### config.mk
export PLATFORM = sky130hd
export DESIGN_NAME = id_string_format_classifier
export DESIGN_NICKNAME = d
export VERILOG_FILES = /design/src/design/idscf_pkg.sv /design/src/design/idscf_front.sv /design/src/design/idscf_fifo.sv /design/src/design/idscf_back.sv /design/src/design/id_string_format_classifier.sv
export VERILOG_INCLUDE_DIRS = /design/src /design/src/design
export SDC_FILE = /design/constraint.sdc
export NUM_CORES = 1
export LEC_CHECK = 0
export ABC_AREA = 1
export BUFFER_PORTS_ARGS = -buffer_cell sky130_fd_sc_hd__buf_4
export CAP_MARGIN = 5
export CORE_ASPECT_RATIO = 2
export CORE_UTILIZATION = 35
export DETAILED_ROUTE_END_ITERATION = 7
export PLACE_DENSITY = 0.53
export SLEW_MARGIN = 20
export SYNTH_ARGS = -nofsm -noshare
export SYNTH_HDL_FRONTEND = slang
export SYNTH_SLANG_ARGS = --single-unit
### constraint.sdc
create_clock -name clk -period 3.58 [get_ports clk]
set_input_delay 0.537 -clock clk [delete_from_list [all_inputs] [get_ports clk]]
set_output_delay 0.537 -clock clk [all_outputs]
set_load 0.02 [all_outputs]
### src/design/id_string_format_classifier_macros.svh
// Assertion macros shared by the identifier format classifier modules.
// No dependencies; define NO_ASSERTIONS to compile the checks out.
`ifndef ID_STRING_FORMAT_CLASSIFIER_MACROS_SVH
`define ID_STRING_FORMAT_CLASSIFIER_MACROS_SVH

`ifndef NO_ASSERTIONS

// prop must hold at every clock edge outside reset
`define IDSCF_ASSERT(lbl, clk, rstn, prop, msg) \
	lbl: assert property (@(posedge clk) disable iff (!rstn) prop) else $error(msg);

// expr must never be true outside reset
`define IDSCF_NEVER(lbl, clk, rstn, expr, msg) \
	lbl: assert property (@(posedge clk) disable iff (!rstn) !(expr)) else $error(msg);

`else

`define IDSCF_ASSERT(lbl, clk, rstn, prop, msg)
`define IDSCF_NEVER(lbl, clk, rstn, expr, msg)

`endif

`endif

### src/design/idscf_pkg.sv
// Types and constants of the identifier string format classifier.
// No dependencies; used by the front end, the back end and the top module.
package idscf_pkg;

	localparam int LEN_W = 9;
	localparam logic [LEN_W-1:0] LEN_CAP = 9'd256;

	// format numbers
	localparam logic [4:0] FMT_DEFAULT   = 5'd1;
	localparam logic [4:0] FMT_SHORT     = 5'd2;
	localparam logic [4:0] FMT_UUID_LOW  = 5'd3;
	localparam logic [4:0] FMT_HEX64     = 5'd4;
	localparam logic [4:0] FMT_CAESE     = 5'd5;
	localparam logic [4:0] FMT_HEX40     = 5'd6;
	localparam logic [4:0] FMT_B64_8     = 5'd7;
	localparam logic [4:0] FMT_B64_12    = 5'd8;
	localparam logic [4:0] FMT_HEX32     = 5'd9;
	localparam logic [4:0] FMT_AID       = 5'd10;
	localparam logic [4:0] FMT_UPHEX32   = 5'd11;
	localparam logic [4:0] FMT_UUID_UP   = 5'd12;
	localparam logic [4:0] FMT_HEX24     = 5'd13;
	localparam logic [4:0] FMT_UINT      = 5'd15;
	localparam logic [4:0] FMT_HEX96     = 5'd16;

	// ASCII codes
	localparam logic [7:0] CH_0     = 8'h30;
	localparam logic [7:0] CH_9     = 8'h39;
	localparam logic [7:0] CH_UP_A  = 8'h41;
	localparam logic [7:0] CH_UP_C  = 8'h43;
	localparam logic [7:0] CH_UP_E  = 8'h45;
	localparam logic [7:0] CH_UP_F  = 8'h46;
	localparam logic [7:0] CH_UP_S  = 8'h53;
	localparam logic [7:0] CH_UP_Z  = 8'h5A;
	localparam logic [7:0] CH_LO_A  = 8'h61;
	localparam logic [7:0] CH_LO_D  = 8'h64;
	localparam logic [7:0] CH_LO_F  = 8'h66;
	localparam logic [7:0] CH_LO_I  = 8'h69;
	localparam logic [7:0] CH_LO_Z  = 8'h7A;
	localparam logic [7:0] CH_DASH  = 8'h2D;
	localparam logic [7:0] CH_UNDER = 8'h5F;

	typedef struct packed {
		logic [7:0] char_code;
		logic       is_last;
		logic       is_empty;
	} in_item_t;

	typedef struct packed {
		logic [4:0]       format_id;
		logic [LEN_W-1:0] length_capped;
	} out_item_t;

	// per-character class bits passed from the front to the back
	typedef struct packed {
		logic is_dec;
		logic is_zero;
		logic is_low_hex;
		logic is_up_hex;
		logic is_b64;
		logic is_dash;
		logic is_lo_a;
		logic is_lo_i;
		logic is_lo_d;
		logic is_up_a;
		logic is_up_c;
		logic is_up_e;
		logic is_up_s;
		logic is_last;
		logic is_empty;
	} char_class_t;

endpackage

### src/design/idscf_front.sv
// Front end: classifies one incoming character into class bits.
// Depends on idscf_pkg.
module idscf_front (
	input  idscf_pkg::in_item_t    item,
	output idscf_pkg::char_class_t cls
);
	import idscf_pkg::*;

	logic [7:0] c;
	logic dec, lo_alpha, up_alpha, lo_af, up_af;

	assign c = item.char_code;

	always_comb begin
		dec      = (c >= CH_0) && (c <= CH_9);
		lo_alpha = (c >= CH_LO_A) && (c <= CH_LO_Z);
		up_alpha = (c >= CH_UP_A) && (c <= CH_UP_Z);
		lo_af    = (c >= CH_LO_A) && (c <= CH_LO_F);
		up_af    = (c >= CH_UP_A) && (c <= CH_UP_F);

		cls.is_dec     = dec;
		cls.is_zero    = (c == CH_0);
		cls.is_low_hex = dec || lo_af;
		cls.is_up_hex  = dec || up_af;
		cls.is_b64     = dec || lo_alpha || up_alpha || (c == CH_UNDER) || (c == CH_DASH);
		cls.is_dash    = (c == CH_DASH);
		cls.is_lo_a    = (c == CH_LO_A);
		cls.is_lo_i    = (c == CH_LO_I);
		cls.is_lo_d    = (c == CH_LO_D);
		cls.is_up_a    = (c == CH_UP_A);
		cls.is_up_c    = (c == CH_UP_C);
		cls.is_up_e    = (c == CH_UP_E);
		cls.is_up_s    = (c == CH_UP_S);
		cls.is_last    = item.is_last;
		cls.is_empty   = item.is_empty;
	end

endmodule

### src/design/idscf_fifo.sv
// Small register-based queue, used between front and back and on the result side.
// Depends on id_string_format_classifier_macros.svh.
`include "id_string_format_classifier_macros.svh"

module idscf_fifo #(
	parameter int WIDTH = 8,
	parameter int DEPTH = 4
) (
	input  logic             clk,
	input  logic             arst_n,
	input  logic             push,
	input  logic [WIDTH-1:0] wr_data,
	output logic             full,
	input  logic             pop,
	output logic [WIDTH-1:0] rd_data,
	output logic             empty
);
	localparam int AW = (DEPTH > 1) ? $clog2(DEPTH) : 1;
	localparam int CW = $clog2(DEPTH + 1);

	logic [WIDTH-1:0] mem_q [DEPTH];
	logic [AW-1:0]    wr_ptr_q, rd_ptr_q;
	logic [CW-1:0]    count_q, count_d;
	logic             push_ok, pop_ok;

	assign full    = (count_q == CW'(DEPTH));
	assign empty   = (count_q == '0);
	assign push_ok = push && !full;
	assign pop_ok  = pop && !empty;
	assign rd_data = mem_q[rd_ptr_q];
	assign count_d = count_q + CW'(push_ok) - CW'(pop_ok);

	always_ff @(posedge clk or negedge arst_n) begin
		if (!arst_n) begin
			wr_ptr_q <= '0;
			rd_ptr_q <= '0;
			count_q  <= '0;
		end else begin
			if (push_ok)
				wr_ptr_q <= (wr_ptr_q == AW'(DEPTH - 1)) ? '0 : wr_ptr_q + 1'b1;
			if (pop_ok)
				rd_ptr_q <= (rd_ptr_q == AW'(DEPTH - 1)) ? '0 : rd_ptr_q + 1'b1;
			count_q <= count_d;
		end
	end

	always_ff @(posedge clk) begin
		if (push_ok)
			mem_q[wr_ptr_q] <= wr_data;
	end

	`IDSCF_NEVER(a_count_range, clk, arst_n, count_q > CW'(DEPTH), "fifo count above depth")
	`IDSCF_ASSERT(a_count_step, clk, arst_n, 1'b1 |=> (count_q == $past(count_d)), "count out of step")

endmodule

### src/design/idscf_back.sv
// Back end: running length count and class flags per string, format pick at end.
// Depends on idscf_pkg and id_string_format_classifier_macros.svh.
`include "id_string_format_classifier_macros.svh"

module idscf_back (
	input  logic                   clk,
	input  logic                   arst_n,
	input  idscf_pkg::char_class_t cls,
	input  logic                   cls_empty,
	output logic                   cls_pop,
	input  logic                   res_full,
	output logic                   res_push,
	output idscf_pkg::out_item_t   res
);
	import idscf_pkg::*;

	typedef struct packed {
		logic all_dec;
		logic lead_nz;
		logic all_low_hex;
		logic all_up_hex;
		logic all_b64;
		logic uuid_low;
		logic uuid_up;
		logic aid_ok;
		logic caese_ok;
	} flags_t;

	localparam flags_t FLAGS_START = '1;

	logic [LEN_W-1:0] char_count_q, count_n;
	flags_t           flags_q, flags_n;
	logic [LEN_W-1:0] pos;
	logic             dash_pos, in_uuid;
	logic [4:0]       fmt;

	assign pos      = char_count_q;
	assign cls_pop  = !cls_empty && !res_full;
	assign res_push = cls_pop && cls.is_last;

	// per-character length count and flag update
	always_comb begin
		dash_pos = (pos == 9'd8) || (pos == 9'd13) || (pos == 9'd18) || (pos == 9'd23);
		in_uuid  = (pos < 9'd36);
		flags_n  = flags_q;
		count_n  = char_count_q;
		if (!cls.is_empty) begin
			count_n = char_count_q[LEN_W-1] ? char_count_q : char_count_q + 1'b1;
			flags_n.all_dec     = flags_q.all_dec && cls.is_dec;
			flags_n.lead_nz     = flags_q.lead_nz && !((pos == '0) && cls.is_zero);
			flags_n.all_low_hex = flags_q.all_low_hex && cls.is_low_hex;
			flags_n.all_up_hex  = flags_q.all_up_hex && cls.is_up_hex;
			flags_n.all_b64     = flags_q.all_b64 && cls.is_b64;
			if (in_uuid) begin
				if (dash_pos) begin
					flags_n.uuid_low = flags_q.uuid_low && cls.is_dash;
					flags_n.uuid_up  = flags_q.uuid_up && cls.is_dash;
				end else begin
					flags_n.uuid_low = flags_q.uuid_low && cls.is_low_hex;
					flags_n.uuid_up  = flags_q.uuid_up && cls.is_up_hex;
				end
			end
			unique case (pos)
				9'd0:    flags_n.aid_ok = flags_q.aid_ok && cls.is_lo_a;
				9'd1:    flags_n.aid_ok = flags_q.aid_ok && cls.is_lo_i;
				9'd2:    flags_n.aid_ok = flags_q.aid_ok && cls.is_lo_d;
				default: flags_n.aid_ok = flags_q.aid_ok && cls.is_low_hex;
			endcase
			unique case (pos)
				9'd0:    flags_n.caese_ok = flags_q.caese_ok && cls.is_up_c;
				9'd1:    flags_n.caese_ok = flags_q.caese_ok && cls.is_up_a;
				9'd2:    flags_n.caese_ok = flags_q.caese_ok && cls.is_up_e;
				9'd3:    flags_n.caese_ok = flags_q.caese_ok && cls.is_up_s;
				9'd4:    flags_n.caese_ok = flags_q.caese_ok && cls.is_up_e;
				default: flags_n.caese_ok = flags_q.caese_ok && cls.is_b64;
			endcase
		end
	end

	// first matching test wins
	always_comb begin
		priority if ((count_n >= 9'd1) && (count_n <= 9'd9) && flags_n.lead_nz && flags_n.all_dec)
			fmt = FMT_UINT;
		else if ((count_n == 9'd36) && flags_n.uuid_low)     fmt = FMT_UUID_LOW;
		else if ((count_n == 9'd24) && flags_n.all_low_hex)  fmt = FMT_HEX24;
		else if ((count_n == 9'd32) && flags_n.all_low_hex)  fmt = FMT_HEX32;
		else if ((count_n == 9'd40) && flags_n.all_low_hex)  fmt = FMT_HEX40;
		else if ((count_n == 9'd64) && flags_n.all_low_hex)  fmt = FMT_HEX64;
		else if ((count_n == 9'd32) && flags_n.all_up_hex)   fmt = FMT_UPHEX32;
		else if ((count_n == 9'd96) && flags_n.all_low_hex)  fmt = FMT_HEX96;
		else if ((count_n == 9'd35) && flags_n.aid_ok)       fmt = FMT_AID;
		else if ((count_n == 9'd36) && flags_n.uuid_up)      fmt = FMT_UUID_UP;
		else if ((count_n == 9'd27) && flags_n.caese_ok)     fmt = FMT_CAESE;
		else if ((count_n == 9'd8) && flags_n.all_b64)       fmt = FMT_B64_8;
		else if ((count_n == 9'd12) && flags_n.all_b64)      fmt = FMT_B64_12;
		else if (count_n < LEN_CAP)                          fmt = FMT_SHORT;
		else                                                 fmt = FMT_DEFAULT;
	end

	assign res.format_id     = fmt;
	assign res.length_capped = count_n;

	always_ff @(posedge clk or negedge arst_n) begin
		if (!arst_n) begin
			char_count_q <= '0;
			flags_q      <= FLAGS_START;
		end else if (cls_pop) begin
			if (cls.is_last) begin
				char_count_q <= '0;
				flags_q      <= FLAGS_START;
			end else begin
				char_count_q <= count_n;
				flags_q      <= flags_n;
			end
		end
	end

	`IDSCF_NEVER(a_count_cap, clk, arst_n, char_count_q > LEN_CAP, "length count above cap")
	`IDSCF_ASSERT(a_restart, clk, arst_n, res_push |=> (char_count_q == '0 && flags_q == FLAGS_START), "state not restarted after string end")

endmodule

### src/design/id_string_format_classifier.sv
// Identifier string format classifier. Characters enter one per clock while full
// is low, through a queue-style port (push/full), and leave as one result per
// string (empty/pop). The front end classifies each character and writes it into
// a CLASS_DEPTH-entry queue; the back end takes one entry per clock while the
// result queue is not full, updates the length count and class flags, and on the
// last character writes format and capped length into a RESULT_DEPTH-entry result
// queue. Sustained rate is one character per clock while the result queue is not
// full, set by the back end's flag update. The last character is registered in the
// class queue, and its result in the result queue, before the result can be popped.
// Depends on idscf_pkg, idscf_front, idscf_fifo and idscf_back.
module id_string_format_classifier #(
	parameter int CLASS_DEPTH  = 4,
	parameter int RESULT_DEPTH = 2
) (
	input  logic                 clk,
	input  logic                 arst_n,
	input  logic                 push,
	output logic                 full,
	input  idscf_pkg::in_item_t  char_item,
	output logic                 empty,
	input  logic                 pop,
	output idscf_pkg::out_item_t result
);
	import idscf_pkg::*;

	char_class_t cls_in, cls_out;
	out_item_t   res_in;
	logic        cls_empty, cls_pop;
	logic        res_full, res_push;

	idscf_front u_front (
		.item (char_item),
		.cls  (cls_in)
	);

	idscf_fifo #(
		.WIDTH ($bits(char_class_t)),
		.DEPTH (CLASS_DEPTH)
	) u_cls_q (
		.clk     (clk),
		.arst_n  (arst_n),
		.push    (push),
		.wr_data (cls_in),
		.full    (full),
		.pop     (cls_pop),
		.rd_data (cls_out),
		.empty   (cls_empty)
	);

	idscf_back u_back (
		.clk       (clk),
		.arst_n    (arst_n),
		.cls       (cls_out),
		.cls_empty (cls_empty),
		.cls_pop   (cls_pop),
		.res_full  (res_full),
		.res_push  (res_push),
		.res       (res_in)
	);

	idscf_fifo #(
		.WIDTH ($bits(out_item_t)),
		.DEPTH (RESULT_DEPTH)
	) u_res_q (
		.clk     (clk),
		.arst_n  (arst_n),
		.push    (res_push),
		.wr_data (res_in),
		.full    (res_full),
		.pop     (pop),
		.rd_data (result),
		.empty   (empty)
	);

endmodule
==> reports/results.ini <==
[floorplan]
io_pins=30
die_h_microns=188
die_w_microns=95.0
rows=67
core_sq_um=16800
start_util=0.359
dieArea_sq_um=17900

[sta]
finalSetupViolations=0
tightestPinTransition_ns=0.614
max-slew-margin-rel=0.587
finalCritPeriodShare=0.801
slew_viol_final=0
grt_setup_unrepaired=false
tns_ns=0
fin_skew_ns=0.0125
final_hold_viol_count=0
fin_crit_ns=2.87
max_freq_mhz=349

[cells_and_area]
design_area_sq_um=7120
area_growth_pct=17.6
nFillCells=1647
fin_nets=758
fin_util=0.422
antennaDiodeCount=0
drive_above_1_share=0.151

[pwr]
power_frac_comb=0.399
ir_drop_v=0.000300
leakage_nw=3.17
p_switching_mw=2.59
swShare=0.400
power_frac_seq=0.333
p_int_mw=3.88
p_clk_frac=0.267
power_density_nw_per_um2=909

[cts]
cts_max_path_buffers=2
cts_root_buf=clkbuf_16
clock_latency_ns=0.42
h-tree-depth=4
clk_pin_slew_ns=0.06
cts_sinks=117
cts_tree=done
postCtsSetupBuffers=0
numCtsBuffers=17
hold_buffers=0
cts_resized=0

[yosys]
synthFlopType=edfxtp_1
synthTopCellsByCount=nand2_1 (211), edfxtp_1 (88), inv_1 (81), nor2_1 (78), nand3_1 (54)
synth_seq_cells=117
synth_top_area_share=0.437
synth_edf_count=88
synth_area_leaders=edfxtp_1 (44%), nand2_1 (13%), dfrtp_1 (8.3%)
synth_nets=717
syn_area_sq_um=6050
synth.most_common_cell=nand2_1
synth_warnings=0
synth_cells=689
yosysTopAreaCell=edfxtp_1
yosysSeqAreaShare=0.558
ys_async_sr_fraction=0.248
ys_types=42
avgSynthCellArea_sq_um=8.79

[routing]
vias=4642
drtPass1Iterations=4
via_per_inst=4.89
wirelength_microns=14900
ant_nets=0
drt_iter0_drc=213
post-route-drc-count=0
wl_per_cell_microns=15.7

[setup_path]
critPathCaptureType=flop
critPathMaxFanout=19
critical_path_class=reg2reg
critPathLaunchType=flop
critical_path_required_ns=3.75
arrival_ns=3.04

[global_routing]
antenna_found_initial=0
grt_overflow_total=0
grt_max_degree=30
grt_usage=0.183
grt_pass1_wl_microns=24000
grt_pass1_vias=4738

[placed_design]
place_area_sq_um=6520
io_buffers=29
place.gp.congestion=0.869
dpl.hpwl_microns=11300

[min_path]
hold_class=in2async

[job]
cap_violations=0

[run_status]
outcome=completed

==> final cells by class <==
cell class | count | area (sq um) | share of cell area
Tap cell | 207 | 259 | 0.0364
Inverter | 91 | 342 | 0.0480
Multi-Input combinational cell | 464 | 2240 | 0.315
Clock inverter | 15 | 178 | 0.0250
Sequential cell | 117 | 3380 | 0.475
Timing Repair Buffer | 39 | 293 | 0.0411
Clock buffer | 17 | 425 | 0.0598
==> cell usage in the layout, fill, tap and decap left out, drive strengths merged, types with 3 or more instances in the layout <==
cell type	n
a21oi	6
buf	39
bufinv	3
clkbuf	17
clkinv	4
clkinvlp	4
dfrtp	20
dfstp	9
edfxtp	88
ha	13
inv	95
nand2	220
nand3	57
nand4	8
nor2	84
nor3	12
nor4	3
o21ai	34
o22ai	7
xnor2	3
==> per-layer routing <==
metal  wire length, microns  vias up  GRT usage
li1                       -     2332          -
met1                   5080     2183      0.163
met2                   8860       90      0.357
met3                    321       37     0.0369
met4                    663        0      0.105
met5                      0        -          0
==> power by group through the flow <==
stage / clock (mW) / combinational, mW / sequential (mW)
2_1_floorplan: 0 / 1.79 / 2.12
3_3_place_gp: 0 / 2.58 / 2.17
3_5_place_dp: 0 / 2.61 / 2.19
4_1_cts: 1.76 / 2.62 / 2.16
5_1_grt: 1.82 / 2.93 / 2.20
6_report: 1.73 / 2.59 / 2.16
==> cells by family after synthesis <==
kind of cell | synth area share
AO/OA/AOI/OAI | 0.0614
XOR/XNOR | 0.00724
flip-flops | 0.558
adder cells (fa/ha/maj) | 0.0302
buffers and inverters | 0.0713
AND/OR/NAND/NOR | 0.272
==> through the flow <==
step / instances / total power [mW] / hold slack [ns] / worst slack (ns)
2_1_floorplan: 689 / 3.91 / 0.241 / 1.01
3_3_place_gp: 918 / 4.75 / 0.492 / 0.794
3_5_place_dp: 918 / 4.80 / 0.490 / 0.742
4_1_cts: 950 / 6.54 / 0.0488 / 0.724
5_1_grt: 950 / 6.95 / 0.0628 / 0.484
6_report: 950 / 6.47 / 0.0423 / 0.712
==> critical path: stages, from the launching register on <==
cell and delay [ns]:
dfrtp_1 0.70, inv_2 0.29, nand3_2 0.19, nand2_4 0.18, nand2_1 0.11, nand2_1 0.22
nor2_4 0.20, inv_1 0.08, nor2_2 0.15, nand2_1 0.07, nor2_1 0.16, a31oi_1 0.09
nand3_1 0.10, nand2_1 0.06
==> registers in the layout, indices dropped and copies added, names as in the netlist <==
signal,cells
u_cls_q.mem_q,60
u_res_q.mem_q,28
u_back.char_count_q,9
u_back.flags_q,9
u_cls_q.count_q,3
u_cls_q.rd_ptr_q,2
u_cls_q.wr_ptr_q,2
u_res_q.count_q,2
u_res_q.rd_ptr_q,1
u_res_q.wr_ptr_q,1
==> final timing paths <==
check	slack, ns	to	cells after the start	startpoint
worst max-delay path	0.71	u_res_q.mem_q[1][10]	13	u_cls_q.rd_ptr_q[1]
worst min-delay path	0.04	u_cls_q.count_q[2]	1	arst_n
worst max register to register	0.71	u_res_q.mem_q[1][10]	13	u_cls_q.rd_ptr_q[1]
worst min register to register	0.52	u_back.flags_q[4]	2	u_back.flags_q[4]
max in group asynchronous	3.20	u_back.flags_q[6]	1	arst_n
min in group clk	0.32	u_cls_q.mem_q[1][0]	1	char_item[0]
Note: power is estimated with default switching activity, not from simulation.
